[config.mk]
export PLATFORM = sky130hd
export DESIGN_NAME = uleb128_prefixed_string_parser_top
export DESIGN_NICKNAME = d
export VERILOG_FILES = /design/src/hdl/ulpsp_pkg.sv /design/src/hdl/uleb128_prefixed_string_parser_top.sv /design/src/hdl/ulpsp_parse.sv
export SDC_FILE = /design/constraint.sdc
export NUM_CORES = 1
export LEC_CHECK = 0
export BUFFER_PORTS_ARGS = -buffer_cell sky130_fd_sc_hd__buf_2
export CAP_MARGIN = 0
export CORE_UTILIZATION = 41
export CTS_BUF_LIST = sky130_fd_sc_hd__clkbuf_8
export DETAILED_ROUTE_END_ITERATION = 7
export PLACE_DENSITY = 0.58
export RECOVER_POWER = 25
export SLEW_MARGIN = 15
export SYNTH_ARGS = -nofsm -noshare
export SYNTH_HDL_FRONTEND = slang
export SYNTH_SLANG_ARGS = --single-unit
[constraint.sdc]
create_clock -name i_clk -period 6.13 [get_ports i_clk]
set_input_delay 0.613 -clock i_clk [delete_from_list [all_inputs] [get_ports i_clk]]
set_output_delay 0.613 -clock i_clk [all_outputs]
set_load 0.005 [all_outputs]
[src/hdl/ulpsp_pkg.sv]
package ulpsp_pkg;

    // Widest length the parser accepts, in bits (range 8 to 64)
    localparam int LEN_BITS   = 32;
    // Width of the bit position of the next length group
    localparam int SHIFT_BITS = 6;
    // Seven-bit groups of the ULEB128 length
    localparam int GROUP_BITS = 7;
    // A group placed at any legal position fits in this many bits
    localparam int WIDE_BITS  = LEN_BITS + GROUP_BITS;
    // Room to zero-extend the length to the 32-bit result field
    localparam int EXT_BITS   = LEN_BITS + 32;
    // Compare width for shift positions (holds 64 + 7)
    localparam int POS_BITS   = SHIFT_BITS + 1;

    localparam logic [7:0] FLAG_EMPTY  = 8'h00;
    localparam logic [7:0] FLAG_STRING = 8'h0B;
    localparam int         MORE_BIT    = 7;

    typedef logic [LEN_BITS-1:0]   t_len;
    typedef logic [WIDE_BITS-1:0]  t_wide;
    typedef logic [SHIFT_BITS-1:0] t_shift;
    typedef logic [POS_BITS-1:0]   t_pos;

    localparam t_len   LEN_ONE     = t_len'(1);
    localparam t_shift GROUP_STEP  = t_shift'(GROUP_BITS);
    localparam t_pos   GROUP_POS   = t_pos'(GROUP_BITS);
    localparam t_pos   LEN_POS     = t_pos'(LEN_BITS);

    typedef enum logic [1:0] {
        PH_FLAG,
        PH_LEN,
        PH_DATA
    } t_phase;

    typedef enum logic [1:0] {
        KIND_DATA,
        KIND_EMPTY,
        KIND_BADFLAG,
        KIND_OVERFLOW
    } t_kind;

    typedef struct packed {
        t_kind       kind;
        logic [7:0]  data_byte;
        logic        last;
        logic [31:0] string_length;
    } t_result;

endpackage

[src/hdl/uleb128_prefixed_string_parser_top.sv]
// Parses length-prefixed strings from a byte stream: flag 0x00 gives an empty-string
// result, flag 0x0B is followed by a ULEB128 length and that many payload bytes, each
// emitted with kind 0 and last set on the final one; a zero length also gives an empty
// string, any other flag a bad-flag error, and a length that does not fit in LEN_BITS
// (ulpsp_pkg) a length-overflow error, after which the parser looks for a new flag.
// One byte is taken every clock while the output side keeps up; each byte passes an
// input register and the parse logic into the result register, which holds its
// result, if the byte gives one, on the outputs until the output side takes it.
// While a result waits for the output side, the held byte waits and the input stalls.
module uleb128_prefixed_string_parser_top (
    input  logic        i_clk,
    input  logic        i_rst_n,
    input  logic        i_in_valid,
    output logic        o_in_ready,
    input  logic [7:0]  i_byte_in,
    output logic        o_out_valid,
    input  logic        i_out_ready,
    output logic [1:0]  o_kind,
    output logic [7:0]  o_data_byte,
    output logic        o_last,
    output logic [31:0] o_string_length
);

    logic               r_in_valid;
    logic [7:0]         r_in_byte;
    logic               step;
    logic               out_valid;
    ulpsp_pkg::t_result result;

    // Parse the held byte once the result slot is free or being drained
    assign step       = r_in_valid && (!out_valid || i_out_ready);
    assign o_in_ready = i_rst_n && (!r_in_valid || step);

    // Input register
    always_ff @(posedge i_clk) begin
        if (!i_rst_n) begin
            r_in_valid <= 1'b0;
        end else if (o_in_ready) begin
            r_in_valid <= i_in_valid;
        end
    end

    always_ff @(posedge i_clk) begin
        if (o_in_ready && i_in_valid) begin
            r_in_byte <= i_byte_in;
        end
    end

    ulpsp_parse u_parse (
        .i_clk       (i_clk),
        .i_rst_n     (i_rst_n),
        .i_step      (step),
        .i_byte      (r_in_byte),
        .i_out_ready (i_out_ready),
        .o_out_valid (out_valid),
        .o_result    (result)
    );

    assign o_out_valid     = out_valid;
    assign o_kind          = result.kind;
    assign o_data_byte     = result.data_byte;
    assign o_last          = result.last;
    assign o_string_length = result.string_length;

endmodule

[src/hdl/ulpsp_parse.sv]
module ulpsp_parse (
    input  logic                i_clk,
    input  logic                i_rst_n,
    input  logic                i_step,
    input  logic [7:0]          i_byte,
    input  logic                i_out_ready,
    output logic                o_out_valid,
    output ulpsp_pkg::t_result  o_result
);

    ulpsp_pkg::t_phase  r_phase, n_phase;
    ulpsp_pkg::t_len    r_accum, n_accum;
    ulpsp_pkg::t_shift  r_shift, n_shift;
    ulpsp_pkg::t_len    r_bytes_left, n_bytes_left;
    logic               r_out_valid;
    ulpsp_pkg::t_result r_out;

    logic               emit;
    ulpsp_pkg::t_result res;

    ulpsp_pkg::t_wide   grp_wide;
    ulpsp_pkg::t_pos    pos;
    ulpsp_pkg::t_pos    pos_next;
    ulpsp_pkg::t_len    accum_new;
    logic               more;
    logic               over;
    logic               fin;
    logic [ulpsp_pkg::EXT_BITS-1:0] accum_ext;

    // Length group placed at its bit position, overflow checks
    assign more      = i_byte[ulpsp_pkg::MORE_BIT];
    assign grp_wide  = ulpsp_pkg::t_wide'(i_byte[ulpsp_pkg::GROUP_BITS-1:0]) << r_shift;
    assign pos       = ulpsp_pkg::t_pos'(r_shift);
    assign pos_next  = pos + ulpsp_pkg::GROUP_POS;
    assign accum_new = r_accum | grp_wide[ulpsp_pkg::LEN_BITS-1:0];
    assign over      = (pos >= ulpsp_pkg::LEN_POS)
                    || (|grp_wide[ulpsp_pkg::WIDE_BITS-1:ulpsp_pkg::LEN_BITS])
                    || (more && (pos_next >= ulpsp_pkg::LEN_POS));
    assign fin       = (r_bytes_left[ulpsp_pkg::LEN_BITS-1:1] == '0);
    assign accum_ext = {32'b0, r_accum};

    // Parser state registers
    always_ff @(posedge i_clk) begin
        if (!i_rst_n) begin
            r_phase      <= ulpsp_pkg::PH_FLAG;
            r_accum      <= '0;
            r_shift      <= '0;
            r_bytes_left <= '0;
        end else if (i_step) begin
            r_phase      <= n_phase;
            r_accum      <= n_accum;
            r_shift      <= n_shift;
            r_bytes_left <= n_bytes_left;
        end
    end

    // Next state and result for the byte in the input register
    always_comb begin
        n_phase           = ulpsp_pkg::PH_FLAG;
        n_accum           = '0;
        n_shift           = '0;
        n_bytes_left      = '0;
        emit              = 1'b0;
        res.kind          = ulpsp_pkg::KIND_DATA;
        res.data_byte     = 8'h00;
        res.last          = 1'b1;
        res.string_length = 32'h0;
        unique case (r_phase)
            ulpsp_pkg::PH_LEN: begin
                if (over) begin
                    emit     = 1'b1;
                    res.kind = ulpsp_pkg::KIND_OVERFLOW;
                end else if (more) begin
                    n_phase = ulpsp_pkg::PH_LEN;
                    n_accum = accum_new;
                    n_shift = r_shift + ulpsp_pkg::GROUP_STEP;
                end else if (accum_new == '0) begin
                    emit     = 1'b1;
                    res.kind = ulpsp_pkg::KIND_EMPTY;
                end else begin
                    n_phase      = ulpsp_pkg::PH_DATA;
                    n_accum      = accum_new;
                    n_bytes_left = accum_new;
                end
            end
            ulpsp_pkg::PH_DATA: begin
                emit              = 1'b1;
                res.data_byte     = i_byte;
                res.last          = fin;
                res.string_length = accum_ext[31:0];
                if (!fin) begin
                    n_phase      = ulpsp_pkg::PH_DATA;
                    n_accum      = r_accum;
                    n_bytes_left = r_bytes_left - ulpsp_pkg::LEN_ONE;
                end
            end
            default: begin
                // flag byte; the unused phase code is read as a flag too
                if (i_byte == ulpsp_pkg::FLAG_EMPTY) begin
                    emit     = 1'b1;
                    res.kind = ulpsp_pkg::KIND_EMPTY;
                end else if (i_byte == ulpsp_pkg::FLAG_STRING) begin
                    n_phase = ulpsp_pkg::PH_LEN;
                end else begin
                    emit     = 1'b1;
                    res.kind = ulpsp_pkg::KIND_BADFLAG;
                end
            end
        endcase
    end

    // Result register; a step only happens when this slot is free or draining
    always_ff @(posedge i_clk) begin
        if (!i_rst_n) begin
            r_out_valid <= 1'b0;
        end else if (i_step && emit) begin
            r_out_valid <= 1'b1;
        end else if (i_out_ready) begin
            r_out_valid <= 1'b0;
        end
    end

    always_ff @(posedge i_clk) begin
        if (i_step && emit) begin
            r_out <= res;
        end
    end

    assign o_out_valid = r_out_valid;
    assign o_result    = r_out;

endmodule
==> qor.yml <==
cts:
  cts.clk_slew.worst_paths_ps: 80
  clk_latency_ps: 460
  numCtsBuffers: 17
  htree_levels: 4
  postCtsHoldBufs: 0
  clock_sinks: 125
  ctsRootBufferMaster: "clkbuf_8"
  cts_buffer_depth: 2
  cts_resized: 0
  cts_tree: "yes"
  post_cts_buffers: 0
timing:
  tightest_slew_ps: 1490
  fin_crit_ps: 4340
  max-slew-margin-rel_pct: 0.411
  hold_violations: 0
  max_freq_ghz: 0.230
  finalSetupViolCount: 0
  setup_tns_ps: 0
  slew_violations: 0
  rsz0062_at_grt: "no"
  clock-skew-final_ps: 16.3
  min_period_over_period_pct: 70.8
setup_path:
  slowest_stage: "clkbuf_1"
  crit_path_max_incr_delay_ps: 1080
  reg2reg_slack_ps: 1790
  worst_ep_arrival_time_ps: 4710
  crit_fanout: 43
  cp-end-kind: "flop"
  crit_chain: "inv_1 -> ha_1 -> clkbuf_1 -> inv_1 -> a31oi_1 -> buf_4 -> clkinv_1 -> nand2_1 -> nand2_1 -> a21oi_2"
  worstSetupPathType: "flop to flop"
  start_kind: "flop"
  required_ps: 6500
synth:
  syn_avg_cell_area_sq_um: 9.26
  synth_edf_count: 51
  ys_seq_area_share_pct: 45.2
  yosysWarnings: 0
  syn_inst: 719
  synthAdderAreaFrac_pct: 0.752
  netlist_area_sq_um: 6660
  yosysTopAreaCell: "edfxtp_1"
  synthFlopType: "dfxtp_1"
  synth_top_family_by_area: "compound AO/OA/AOI/OAI gates"
  synth_common_cells: "dfxtp_1 (74), nor2_1 (69), edfxtp_1 (51)"
  async_reset_ff_share_pct: 0
  yosysUniqueCellTypes: 75
  syn-num-nets: 735
  yosysMostFrequentCell: "dfxtp_1"
  yosys-top-cells-area: "edfxtp_1 (23%), dfxtp_1 (22%), and2_1 (3.9%)"
  synth.ff_latch_count: 125
  synth_top_area_share_pct: 23.0
  synthXorXnorAreaFrac_pct: 1.05
  synth.mux.area_fraction_pct: 3.36
  yosys.area_share.simple_pct: 22.2
  synth_compound_area_share_pct: 23.1
worst_hold_path:
  hold_class: "primary input to flop"
route:
  routed_wl_um: 20600
  drt-wirelength-per-cell_um: 20.8
  route.detailed.drc: 0
  vias: 5996
  ant_nets: 0
  drtPass1Iterations: 5
  drt_iter0_markers: 578
  viasPerCell: 6.06
pwr:
  p_leak_nw: 2.61
  peakVddDrop_mv: 0.119
  power.density_nw_per_um2: 257
outcome:
  status: "complete, no violations"
placed_design:
  gp_congestion: 0.956
  dpl.hpwl_um: 14800
  numPortBuffers: 56
  dpl.cell_count: 958
floorplanning:
  die_y_um: 129
  core_sq_um: 15900
  die_x_um: 129
  fp.dieArea_sq_um: 16800
  start_util_pct: 41.9
  rows: 46
  ios: 57
grt:
  grt_pass1_wl_um: 32400
  grt_overflow_total: 0
  grt_max_degree: 44
  antenna_found_initial: 0
  grt_util_all_layers_pct: 25.8
  grt_pass1_vias: 5502
layout:
  area.growth.synth_to_final_pct: 12.8
  layout-drive-gt1-share_pct: 18.6
  final_cells: 990
  layout.nets: 777
  antenna_cells: 0
run:
  max_cap_viol_count: 0
-- flip-flops by register name (all words and copies together) (netlist names) --
| register | count |
|---|---|
| u_parse.o_result | 43 |
| u_parse.r_accum | 32 |
| u_parse.r_bytes_left | 32 |
| r_in_byte | 8 |
| u_parse.r_shift | 6 |
| u_parse.r_phase | 2 |
| r_in_valid | 1 |
| u_parse.o_out_valid | 1 |
-- metal layers --
metal  up-vias  wire length, um  track usage, %
li1       2821                -               -
met1      2886             9540            36.5
met2       257             9210            39.4
met3        32             1460            4.95
met4         0              360            8.96
met5         -                0               0
-- kinds of logic (layout without fill, tap and decap cells) --
| group | Yosys count | count (layout) |
|---|---|---|
| simple gates | 276 | 276 |
| xor+xnor | 8 | 8 |
| mux | 17 | 17 |
| buf+inv | 64 | 119 |
| fa+ha+maj | 4 | 4 |
| flops | 125 | 125 |
| compound gates | 225 | 225 |
-- placed cells by master, fill, tap and decap left out, drive strengths merged, types with 5 or more instances in the layout --
cell type / Yosys / layout
o221ai: 5 / 5
o211ai: 7 / 7
clkinv: 3 / 8
nand2b: 7 / 7
edfxtp: 51 / 51
buf: 18 / 67
and2: 42 / 42
nor3b: 8 / 8
a21oi: 67 / 67
a41oi: 6 / 6
a31oi: 29 / 29
o21ai: 48 / 48
nand3: 18 / 18
a22oi: 5 / 5
mux2i: 10 / 10
or3: 8 / 8
and3: 6 / 6
nor2: 69 / 69
o22ai: 7 / 7
nor4: 21 / 21
inv: 15 / 21
a22o: 12 / 12
nor3: 27 / 27
nand4: 7 / 7
dfxtp: 74 / 74
nand2: 38 / 38
clkbuf: 28 / 19
or2: 5 / 5
-- final timing paths --
path / from / to / cells after the start
max: u_parse.r_phase[0]$_SDFFE_PN0P_ / u_parse.r_accum[9]$_SDFFE_PN0P_ / 10
min: i_byte_in[5] / r_in_byte[5]$_DFFE_PP_ / 1
max reg2reg: u_parse.r_phase[0]$_SDFFE_PN0P_ / u_parse.r_accum[9]$_SDFFE_PN0P_ / 10
min reg2reg: u_parse.r_bytes_left[31]$_SDFFE_PN0P_ / u_parse.r_bytes_left[31]$_SDFFE_PN0P_ / 2
-- power by group --
group	leakage, nW	internal (W)	total, W	switching [W]
logic	1.33	0.0000890	0.000264	0.000175
registers	1.08	0.000887	0.000910	0.0000238
clock network	0.203	0.000375	0.000753	0.000378
-- critical path: cells and delay by family, from the launching register on --
family                     cells  cell delay (ps)
DFF                            1              330
and+or+nand+nor                2             1070
buffers and inverters          5             2120
adders and majority gates      1              140
AOI/OAI and AO/OA              2              580
-- metrics by stage --
step	total power, W	hold WS [ps]	util [%]	worst slack (ps)	cell area [sq um]
detailed placement	0.00119	463	44.7	2190	7110
CTS	0.00194	310	47.3	2160	7520
floorplan	0.00111	442	-	570	6660
global route	0.00201	309	47.3	1340	7510
finish	0.00193	331	47.3	1790	7510
global placement	0.00119	456	44.7	2270	7110
-- area by class of cell --
type	count	area [sq um]
Clock buffer	17	234
Tap cell	216	270
Clock inverter	15	179
Sequential cell	125	3010
Inverter	18	67.6
Timing Repair Buffer	69	372
Fill cell	1566	8370
Multi-Input combinational cell	530	3380
(Power assumes the default switching activity.)
